[src/hw/rtl/usart_rm_pkg.sv]
`default_nettype none
package usart_rm_pkg;

  typedef enum logic [2:0] {
    MODE_RESET      = 3'd0,
    MODE_CTRL_WR    = 3'd1,
    MODE_DATA_WR    = 3'd2,
    MODE_STATUS_RD  = 3'd3,
    MODE_DATA_RD    = 3'd4,
    MODE_SERIAL_RX  = 3'd5,
    MODE_HOST_PUSH  = 3'd6,
    MODE_HOST_READ  = 3'd7
  } mode_e;

  typedef enum logic [1:0] {
    CFG_HOST_ENABLED = 2'd0,
    CFG_TAPE_PRESENT = 2'd1
  } cfg_idx_e;

  // controller to datapath
  typedef struct packed {
    logic load;
    logic exec;
    logic pump;
    logic pop;
    logic emit;
    logic last;
  } dp_cmd_t;

  // datapath to controller
  typedef struct packed {
    logic pump_req;
    logic pop_start;
    logic pop_last;
  } dp_sts_t;

endpackage
`default_nettype wire

[src/hw/rtl/usart_rm_dp.sv]
`default_nettype none
module usart_rm_dp #(
  parameter int FIFO_DEPTH = 64
) (
  input  wire logic                  clk_i,
  input  wire logic                  rst_ni,
  input  wire usart_rm_pkg::dp_cmd_t cmd_i,
  output usart_rm_pkg::dp_sts_t      sts_o,
  input  wire logic [2:0]            mode_i,
  input  wire logic [7:0]            value_i,
  input  wire logic [6:0]            count_i,
  input  wire logic                  cfg_valid_i,
  input  wire logic [1:0]            cfg_index_i,
  input  wire logic                  cfg_data_i,
  output logic [7:0]                 read_data_o,
  output logic                       read_valid_o,
  output logic                       rx_ready_irq_o,
  output logic                       request_release_o,
  output logic                       tape_write_o,
  output logic [7:0]                 tape_data_o,
  output logic                       tape_serial_on_o,
  output logic [7:0]                 tape_format_o,
  output logic                       write_accepted_o,
  output logic [6:0]                 rx_free_slots_o,
  output logic                       last_o
);

  localparam int AW = (FIFO_DEPTH > 1) ? $clog2(FIFO_DEPTH) : 1;
  localparam int CW = $clog2(FIFO_DEPTH + 1);
  localparam int SW = AW + 2;

  localparam logic [7:0] ST_TXRDY = 8'h01;
  localparam logic [7:0] ST_RXRDY = 8'h02;
  localparam logic [7:0] ST_TXE   = 8'h04;
  localparam logic [7:0] ST_ERR   = 8'h38;
  localparam logic [7:0] ST_OE    = 8'h10;
  localparam logic [7:0] ST_DSR   = 8'h80;
  localparam logic [7:0] CLR_MASK = 8'h92;
  localparam logic [7:0] FMT_RST  = 8'hcc;
  localparam logic [7:0] FMT_M1   = 8'hfc;
  localparam logic [7:0] FMT_M0   = 8'hdc;

  typedef enum logic [2:0] {
    PH_CLEAR = 3'd0,
    PH_ASYNC = 3'd1,
    PH_SYNC1 = 3'd2,
    PH_SYNC2 = 3'd3,
    PH_SYNC  = 3'd4
  } phase_e;

  usart_rm_pkg::mode_e mode_q;
  logic [7:0]          value_q;
  logic [6:0]          count_q;
  logic                host_en_q, tape_q;
  phase_e              phase_q;
  logic                rx_en_q, tx_en_q;
  logic [3:0]          char_len_q;
  logic [7:0]          status_q, rx_data_q, fmt_q;
  logic [AW-1:0]       in_head_q, out_head_q;
  logic [CW-1:0]       in_cnt_q, out_cnt_q;
  logic                ser_on_q;
  logic [7:0]          ser_fmt_q;
  logic                irq_q, rel_q, tw_q, acc_q, rdv_q;
  logic [7:0]          td_q, rd_q;
  logic [6:0]          remain_q;
  logic [7:0]          in_rdata_q, out_rdata_q;
  logic [7:0]          in_mem  [FIFO_DEPTH];
  logic [7:0]          out_mem [FIFO_DEPTH];

  logic [7:0]    char_mask, masked_val, pump_status;
  logic          in_full, out_full, pump_take, in_we, out_we;
  logic [SW-1:0] in_sum, out_sum;
  logic [AW-1:0] in_waddr, out_waddr;
  logic [6:0]    out_cnt7, pop_n;

  function automatic logic [AW-1:0] wrap_inc(input logic [AW-1:0] h);
    return (h == AW'(FIFO_DEPTH - 1)) ? '0 : h + AW'(1);
  endfunction

  function automatic logic [7:0] clr_status(input logic [7:0] s, input logic h);
    return (s & ~CLR_MASK) | ST_TXRDY | ST_TXE | (h ? ST_DSR : 8'h00);
  endfunction

  always_comb begin
    char_mask  = (char_len_q[2:0] == 3'd0) ? 8'hff
               : 8'((9'd1 << char_len_q[2:0]) - 9'd1);
    masked_val = value_q & char_mask;
    in_full    = (in_cnt_q == CW'(FIFO_DEPTH));
    out_full   = (out_cnt_q == CW'(FIFO_DEPTH));
    in_sum     = SW'(in_head_q) + SW'(in_cnt_q);
    if (in_sum >= SW'(FIFO_DEPTH)) in_sum = in_sum - SW'(FIFO_DEPTH);
    out_sum    = SW'(out_head_q) + SW'(out_cnt_q);
    if (out_sum >= SW'(FIFO_DEPTH)) out_sum = out_sum - SW'(FIFO_DEPTH);
    in_waddr   = in_sum[AW-1:0];
    out_waddr  = out_sum[AW-1:0];
    out_cnt7   = 7'(out_cnt_q);
    pop_n      = (count_q < out_cnt7) ? count_q : out_cnt7;
    in_we      = cmd_i.exec && (mode_q == usart_rm_pkg::MODE_HOST_PUSH)
               && host_en_q && !in_full;
    out_we     = cmd_i.exec && (mode_q == usart_rm_pkg::MODE_DATA_WR)
               && tx_en_q && host_en_q && !out_full;
    // transmit flags follow the output queue, receive side refills from the input queue
    pump_take   = rx_en_q && !status_q[1] && (in_cnt_q != '0);
    pump_status = status_q & ~(ST_TXRDY | ST_TXE);
    if (!out_full) pump_status = pump_status | ST_TXRDY;
    if (out_cnt_q == '0) pump_status = pump_status | ST_TXE;
    if (pump_take) pump_status = pump_status | ST_RXRDY;
  end

  always_comb begin
    sts_o = '0;
    unique case (mode_q)
      usart_rm_pkg::MODE_CTRL_WR:
        sts_o.pump_req = host_en_q && !value_q[6]
                       && (phase_q == PH_ASYNC || phase_q == PH_SYNC);
      usart_rm_pkg::MODE_DATA_WR:   sts_o.pump_req = tx_en_q && host_en_q;
      usart_rm_pkg::MODE_STATUS_RD: sts_o.pump_req = host_en_q;
      usart_rm_pkg::MODE_DATA_RD:   sts_o.pump_req = host_en_q;
      usart_rm_pkg::MODE_HOST_PUSH: sts_o.pump_req = host_en_q && !in_full;
      usart_rm_pkg::MODE_HOST_READ: sts_o.pump_req = host_en_q && (pop_n == 7'd0);
      default:                      sts_o.pump_req = 1'b0;
    endcase
    sts_o.pop_start = (mode_q == usart_rm_pkg::MODE_HOST_READ) && host_en_q
                    && (pop_n != 7'd0);
    sts_o.pop_last  = (remain_q == 7'd1);
  end

  always_ff @(posedge clk_i) begin
    if (in_we) in_mem[in_waddr] <= value_q;
    if (out_we) out_mem[out_waddr] <= masked_val;
    in_rdata_q  <= in_mem[in_head_q];
    out_rdata_q <= out_mem[out_head_q];
  end

  always_ff @(posedge clk_i or negedge rst_ni) begin
    if (!rst_ni) begin
      mode_q     <= usart_rm_pkg::MODE_RESET;
      value_q    <= '0;
      count_q    <= '0;
      host_en_q  <= 1'b0;
      tape_q     <= 1'b1;
      phase_q    <= PH_CLEAR;
      rx_en_q    <= 1'b0;
      tx_en_q    <= 1'b0;
      char_len_q <= 4'd8;
      status_q   <= ST_TXRDY | ST_TXE;
      rx_data_q  <= '0;
      fmt_q      <= FMT_RST;
      in_head_q  <= '0;
      in_cnt_q   <= '0;
      out_head_q <= '0;
      out_cnt_q  <= '0;
      ser_on_q   <= 1'b0;
      ser_fmt_q  <= FMT_RST;
      irq_q      <= 1'b0;
      rel_q      <= 1'b0;
      tw_q       <= 1'b0;
      td_q       <= '0;
      acc_q      <= 1'b0;
      rd_q       <= '0;
      rdv_q      <= 1'b0;
      remain_q   <= '0;
    end else begin
      if (cfg_valid_i) begin
        if (cfg_index_i == usart_rm_pkg::CFG_HOST_ENABLED) begin
          if (cfg_data_i != host_en_q) begin
            host_en_q  <= cfg_data_i;
            in_head_q  <= '0;
            in_cnt_q   <= '0;
            out_head_q <= '0;
            out_cnt_q  <= '0;
            rx_data_q  <= '0;
            status_q   <= clr_status(status_q, cfg_data_i);
            if (tape_q) begin
              ser_on_q  <= tx_en_q && !cfg_data_i;
              ser_fmt_q <= fmt_q;
            end
          end
        end else if (cfg_index_i == usart_rm_pkg::CFG_TAPE_PRESENT) begin
          tape_q <= cfg_data_i;
        end
      end

      if (cmd_i.load) begin
        mode_q  <= usart_rm_pkg::mode_e'(mode_i);
        value_q <= value_i;
        count_q <= count_i;
        irq_q   <= 1'b0;
        rel_q   <= 1'b0;
        tw_q    <= 1'b0;
        td_q    <= '0;
        acc_q   <= 1'b0;
        rd_q    <= '0;
        rdv_q   <= 1'b0;
      end

      if (cmd_i.exec) begin
        unique case (mode_q)
          usart_rm_pkg::MODE_RESET: begin
            rx_en_q    <= 1'b0;
            tx_en_q    <= 1'b0;
            char_len_q <= 4'd8;
            rx_data_q  <= '0;
            fmt_q      <= FMT_RST;
            phase_q    <= PH_CLEAR;
            in_head_q  <= '0;
            in_cnt_q   <= '0;
            out_head_q <= '0;
            out_cnt_q  <= '0;
            status_q   <= ST_TXRDY | ST_TXE | (host_en_q ? ST_DSR : 8'h00);
            if (tape_q) begin
              ser_on_q  <= 1'b0;
              ser_fmt_q <= FMT_RST;
            end
          end
          usart_rm_pkg::MODE_CTRL_WR: begin
            unique case (phase_q)
              PH_CLEAR: begin
                fmt_q <= value_q & (value_q[4] ? FMT_M1 : FMT_M0);
                if (value_q[1:0] != 2'b00) begin
                  phase_q    <= PH_ASYNC;
                  char_len_q <= 4'd5 + {2'b00, value_q[3:2]};
                end else begin
                  phase_q <= PH_SYNC1;
                end
              end
              PH_SYNC1: phase_q <= PH_SYNC2;
              PH_SYNC2: phase_q <= PH_SYNC;
              PH_ASYNC, PH_SYNC: begin
                if (value_q[6]) begin
                  // internal reset command
                  phase_q <= PH_CLEAR;
                  rx_en_q <= 1'b0;
                  tx_en_q <= 1'b0;
                  if (host_en_q) begin
                    in_head_q  <= '0;
                    in_cnt_q   <= '0;
                    out_head_q <= '0;
                    out_cnt_q  <= '0;
                    rx_data_q  <= '0;
                    status_q   <= clr_status(status_q, 1'b1);
                  end
                  if (tape_q) begin
                    ser_on_q  <= 1'b0;
                    ser_fmt_q <= fmt_q;
                  end
                end else begin
                  if (value_q[4]) status_q <= status_q & ~ST_ERR;
                  rx_en_q <= value_q[2];
                  tx_en_q <= value_q[0];
                  if (tape_q) begin
                    ser_on_q  <= value_q[0] && !host_en_q;
                    ser_fmt_q <= fmt_q;
                  end
                end
              end
              default: ;
            endcase
          end
          usart_rm_pkg::MODE_DATA_WR: begin
            if (tx_en_q) begin
              if (host_en_q) begin
                if (!out_full) begin
                  out_cnt_q <= out_cnt_q + CW'(1);
                  acc_q     <= 1'b1;
                end
              end else if (tape_q) begin
                tw_q  <= 1'b1;
                td_q  <= masked_val;
                acc_q <= 1'b1;
              end
            end
          end
          usart_rm_pkg::MODE_STATUS_RD: rdv_q <= 1'b1;
          usart_rm_pkg::MODE_DATA_RD: begin
            status_q <= status_q & ~ST_RXRDY;
            rd_q     <= rx_data_q;
            rdv_q    <= 1'b1;
            if (!host_en_q && status_q[1]) rel_q <= 1'b1;
          end
          usart_rm_pkg::MODE_SERIAL_RX: begin
            if (!host_en_q && rx_en_q) begin
              rx_data_q <= value_q;
              status_q  <= status_q | ST_RXRDY | (status_q[1] ? ST_OE : 8'h00);
              irq_q     <= 1'b1;
            end
          end
          usart_rm_pkg::MODE_HOST_PUSH: begin
            if (host_en_q && !in_full) begin
              in_cnt_q <= in_cnt_q + CW'(1);
              acc_q    <= 1'b1;
            end
          end
          usart_rm_pkg::MODE_HOST_READ: remain_q <= pop_n;
          default: ;
        endcase
      end

      if (cmd_i.pump) begin
        status_q <= pump_status;
        if (pump_take) begin
          rx_data_q <= in_rdata_q & char_mask;
          in_head_q <= wrap_inc(in_head_q);
          in_cnt_q  <= in_cnt_q - CW'(1);
          irq_q     <= 1'b1;
        end
      end

      if (cmd_i.pop) begin
        rd_q       <= out_rdata_q;
        rdv_q      <= 1'b1;
        out_head_q <= wrap_inc(out_head_q);
        out_cnt_q  <= out_cnt_q - CW'(1);
        remain_q   <= remain_q - 7'd1;
      end
    end
  end

  always_ff @(posedge clk_i) begin
    if (cmd_i.emit) begin
      read_data_o       <= (mode_q == usart_rm_pkg::MODE_STATUS_RD) ? status_q : rd_q;
      read_valid_o      <= rdv_q;
      rx_ready_irq_o    <= irq_q;
      request_release_o <= rel_q;
      tape_write_o      <= tw_q;
      tape_data_o       <= td_q;
      tape_serial_on_o  <= ser_on_q;
      tape_format_o     <= ser_fmt_q;
      write_accepted_o  <= acc_q;
      rx_free_slots_o   <= 7'(FIFO_DEPTH) - 7'(in_cnt_q);
      last_o            <= cmd_i.last;
    end
  end

endmodule
`default_nettype wire

[config.mk]
export PLATFORM = sky130hd
export DESIGN_NAME = usart_rm_dp
export DESIGN_NICKNAME = d
export VERILOG_FILES = /design/src/hw/rtl/usart_rm_pkg.sv /design/src/hw/rtl/usart_rm_dp.sv
export SDC_FILE = /design/constraint.sdc
export NUM_CORES = 2
export LEC_CHECK = 0
export BUFFER_PORTS_ARGS = -buffer_cell sky130_fd_sc_hd__clkbuf_2
export CAP_MARGIN = 20
export CORE_AREA = 2 2 314 316
export CTS_CLUSTER_DIAMETER = 50
export CTS_CLUSTER_SIZE = 40
export DETAILED_ROUTE_END_ITERATION = 8
export DIE_AREA = 0 0 316 318
export PLACE_DENSITY = 0.65
export SYNTH_ARGS = -nofsm -noshare
export SYNTH_HDL_FRONTEND = slang
export SYNTH_SLANG_ARGS = --single-unit
[constraint.sdc]
create_clock -name clk_i -period 7 [get_ports clk_i]
set_clock_uncertainty 0.2 [all_clocks]
set_input_delay 2.1 -clock clk_i [delete_from_list [all_inputs] [get_ports clk_i]]
set_output_delay 2.1 -clock clk_i [all_outputs]
set_load 0.02 [all_outputs]
==> out/metrics.yaml <==
sta:
  hold_viol: 0
  period_minus_slack_ps: 5810
  tightest_slew_ps: 1110
  slew_viol_final: 0
  period_share_pct: 82.9
  tns_ps: 0
  max_freq_mhz: 172
  relSlewSlack_pct: 25.8
  rsz0062_at_grt: "false"
  finalSetupViolCount: 0
setup_path:
  critPathKind: "flop to output pin"
  critPathMaxStageDelay_ps: 550
  crit_chain: "inv_1, ha_1, a21o_1, a31oi_1, o21ai_0, a21oi_2, mux2_2, o2bb2ai_1, clkbuf_2"
  worstPathRequired_ps: 4700
  cp_max_fo: 10
  endpoint_kind: "output pin"
  slowest_stage: "dfrtp_1"
  reg2reg_depth: 6
  cp.arrival_ps: 3510
  cp-start-kind: "flop"
drt:
  routed_via_density: 6.18
  first_pass_iters: 8
  wirelength_mm: 115
  avgRoutedWirePerCell_um: 27.6
  vias: 25646
  antenna_left: 0
  dr.first_iter.drc_count: 3450
  post-route-drc-count: 0
cts:
  post-cts-setup-buffers: 0
  holdBufCountCts: 0
  tritoncts: "yes"
  clkTransAtPathRegs_ps: 70
  cts_made_buffers: 107
  insertion_delay_ps: 710
  clockRootBuffer: "clkbuf_16"
  h-tree-depth: 3
  clockBufferDepth: 3
  cts_resized: 0
  cts.sinks: 1191
floorplanning:
  core_area_sq_um: 97400
  rows: 115
  dieArea_sq_um: 100000
  initial_core_util_pct: 49.4
  die_w_um: 316
  die_h_um: 318
  io_pins: 71
final_layout:
  drive_gt1_share_pct: 21.6
  area_delta_synth_final_pct: 11.7
  seq_area_sq_um: 35100
  multiInputGateArea_sq_um: 12200
  top_regs: "in_mem: 512 flops, out_mem: 512 flops"
  diodes: 0
  fill_cells: 7340
  fin_nets: 2824
yosys:
  async_reset_ff_share_pct: 9.49
  syn_nets: 2749
  ys.flop_type: "edfxtp_1"
  synth_cell_types: 75
  synth_edf_count: 1062
  syn_avg_cell_area_sq_um: 17.9
  postSynthCellCount: 2691
  synthTopCellsByCount: "edfxtp_1 (1062), mux4_2 (238), nor2_1 (191), nand2_1 (134), mux2i_1 (118)"
  yosysSeqAreaShare_pct: 72.9
  syn-cell-area_sq_um: 48100
  yosys_warnings: 0
  synth_top_area_share_pct: 66.3
  synthTopCellsByArea: "edfxtp_1 (66%), mux4_2 (11%), dfrtp_1 (5.3%), mux2i_1 (2.5%), nor2_1 (1.5%)"
  synthMostInstantiatedCell: "edfxtp_1"
  ys_seq_elements: 1191
  yosysTopAreaCell: "edfxtp_1"
power:
  power.total_uw: 17200
  power_density_nw_per_um2: 321
  irDropWorstVdd_v: 0.000200
  leakagePower_uw: 0.0176
global_route:
  grt_pass1_vias: 25532
  grt_max_degree: 82
  grt-ovfl-total: 0
  antenna_found_initial: 0
  grt_pass1_wl_mm: 171
  grtUsageTotal_pct: 23.0
placed_design:
  dp_hpwl_mm: 70.2
  port_buffers: 70
  place.gp.congestion: 0.891
flow_run:
  drv_cap: 0
min_path:
  hold_depth: 0
  worstHoldPathType: "flop to flop"
status:
  status: "completed"
-- metal layers --
metal	GRT usage, %	part of all wire (%)
met5	0	0
met4	6.74	2.6
met3	3.68	8.0
met2	35.8	48
met1	33.7	42
-- final cells by class --
cell class / count / share of cell area, %
Clock buffer: 111 / 5.01
Sequential cell: 1191 / 65.3
Timing Repair Buffer: 111 / 1.27
Multi-Input combinational cell: 1323 / 22.8
Inverter: 32 / 0.240
Clock inverter: 92 / 2.33
Tap cell: 1287 / 3.00
-- cells by family after synthesis --
logic type      share of synthesized area [%]
flops                                    72.9
compound gates                           4.96
simple gates                             4.92
buf+inv                                  1.65
xor+xnor                                0.510
mux                                      14.3
fa+ha+maj                               0.760
-- metrics by stage --
step	instances	util [%]	instance area [sq um]	hold WS (ps)	setup WS, ps
after floorplan	2691	-	48100	214	2290
after global routing	4147	55.1	53700	274	1000
after detailed placement	3940	51.0	49700	234	1120
after global placement	3940	51.0	49700	229	1280
after CTS	4143	55.1	53600	253	1170
final	4147	55.1	53700	253	1190
-- critical path, delay by kind of cell, from the launching register on --
kind / cells / cell delay, ps
multiplexers: 1 / 450
flip-flops: 1 / 550
adder cells (fa/ha/maj): 1 / 320
buffers and inverters: 2 / 360
AO/OA/AOI/OAI: 5 / 1130
-- placed cells by master, fill, tap and decap left out, types with 8 or more instances in the layout --
cell,instances
o22ai_1,14
clkbuf_16,107
and3_1,9
nand4_1,12
ha_1,26
a21oi_1,82
clkinv_4,8
nand3_1,57
xor2_1,13
xnor2_1,15
mux4_2,238
a221oi_1,24
a22oi_1,52
nand2_1,134
nor3_1,20
dfstp_2,11
mux2_2,30
clkinv_8,13
buf_4,39
nand2b_1,18
dfrtp_2,9
bufinv_16,11
a211oi_1,18
edfxtp_1,1062
inv_8,10
inv_1,24
nor2_1,191
a21o_1,16
dfrtp_1,88
o21ai_0,100
inv_6,25
clkinv_2,10
a31oi_1,12
nor2b_1,18
and2_1,11
dfxtp_1,16
mux2i_1,118
inv_12,9
clkbuf_2,69
nor3b_1,14
-- where the power goes --
part	leakage (uW)	internal, uW	switching [uW]
clock network	0.00191	3420	2990
registers	0.0112	8150	227
logic	0.00451	845	1610
total	0.0176	12400	4830
-- final timing paths --
| path | to | start | slack, ps |
|---|---|---|---|
| max | sts_o[2] | out_cnt7[2] | 1190 |
| min | tape_data_o[0] | td_q[0] | 250 |
| max reg2reg | in_mem[11][1] | in_head_q[2] | 2700 |
| min reg2reg | tape_data_o[0] | td_q[0] | 250 |
| max in group asynchronous | in_head_q[1] | rst_ni | 3980 |
| min in group asynchronous | rx_en_q | rst_ni | 1310 |
(Power assumes the default switching activity.)
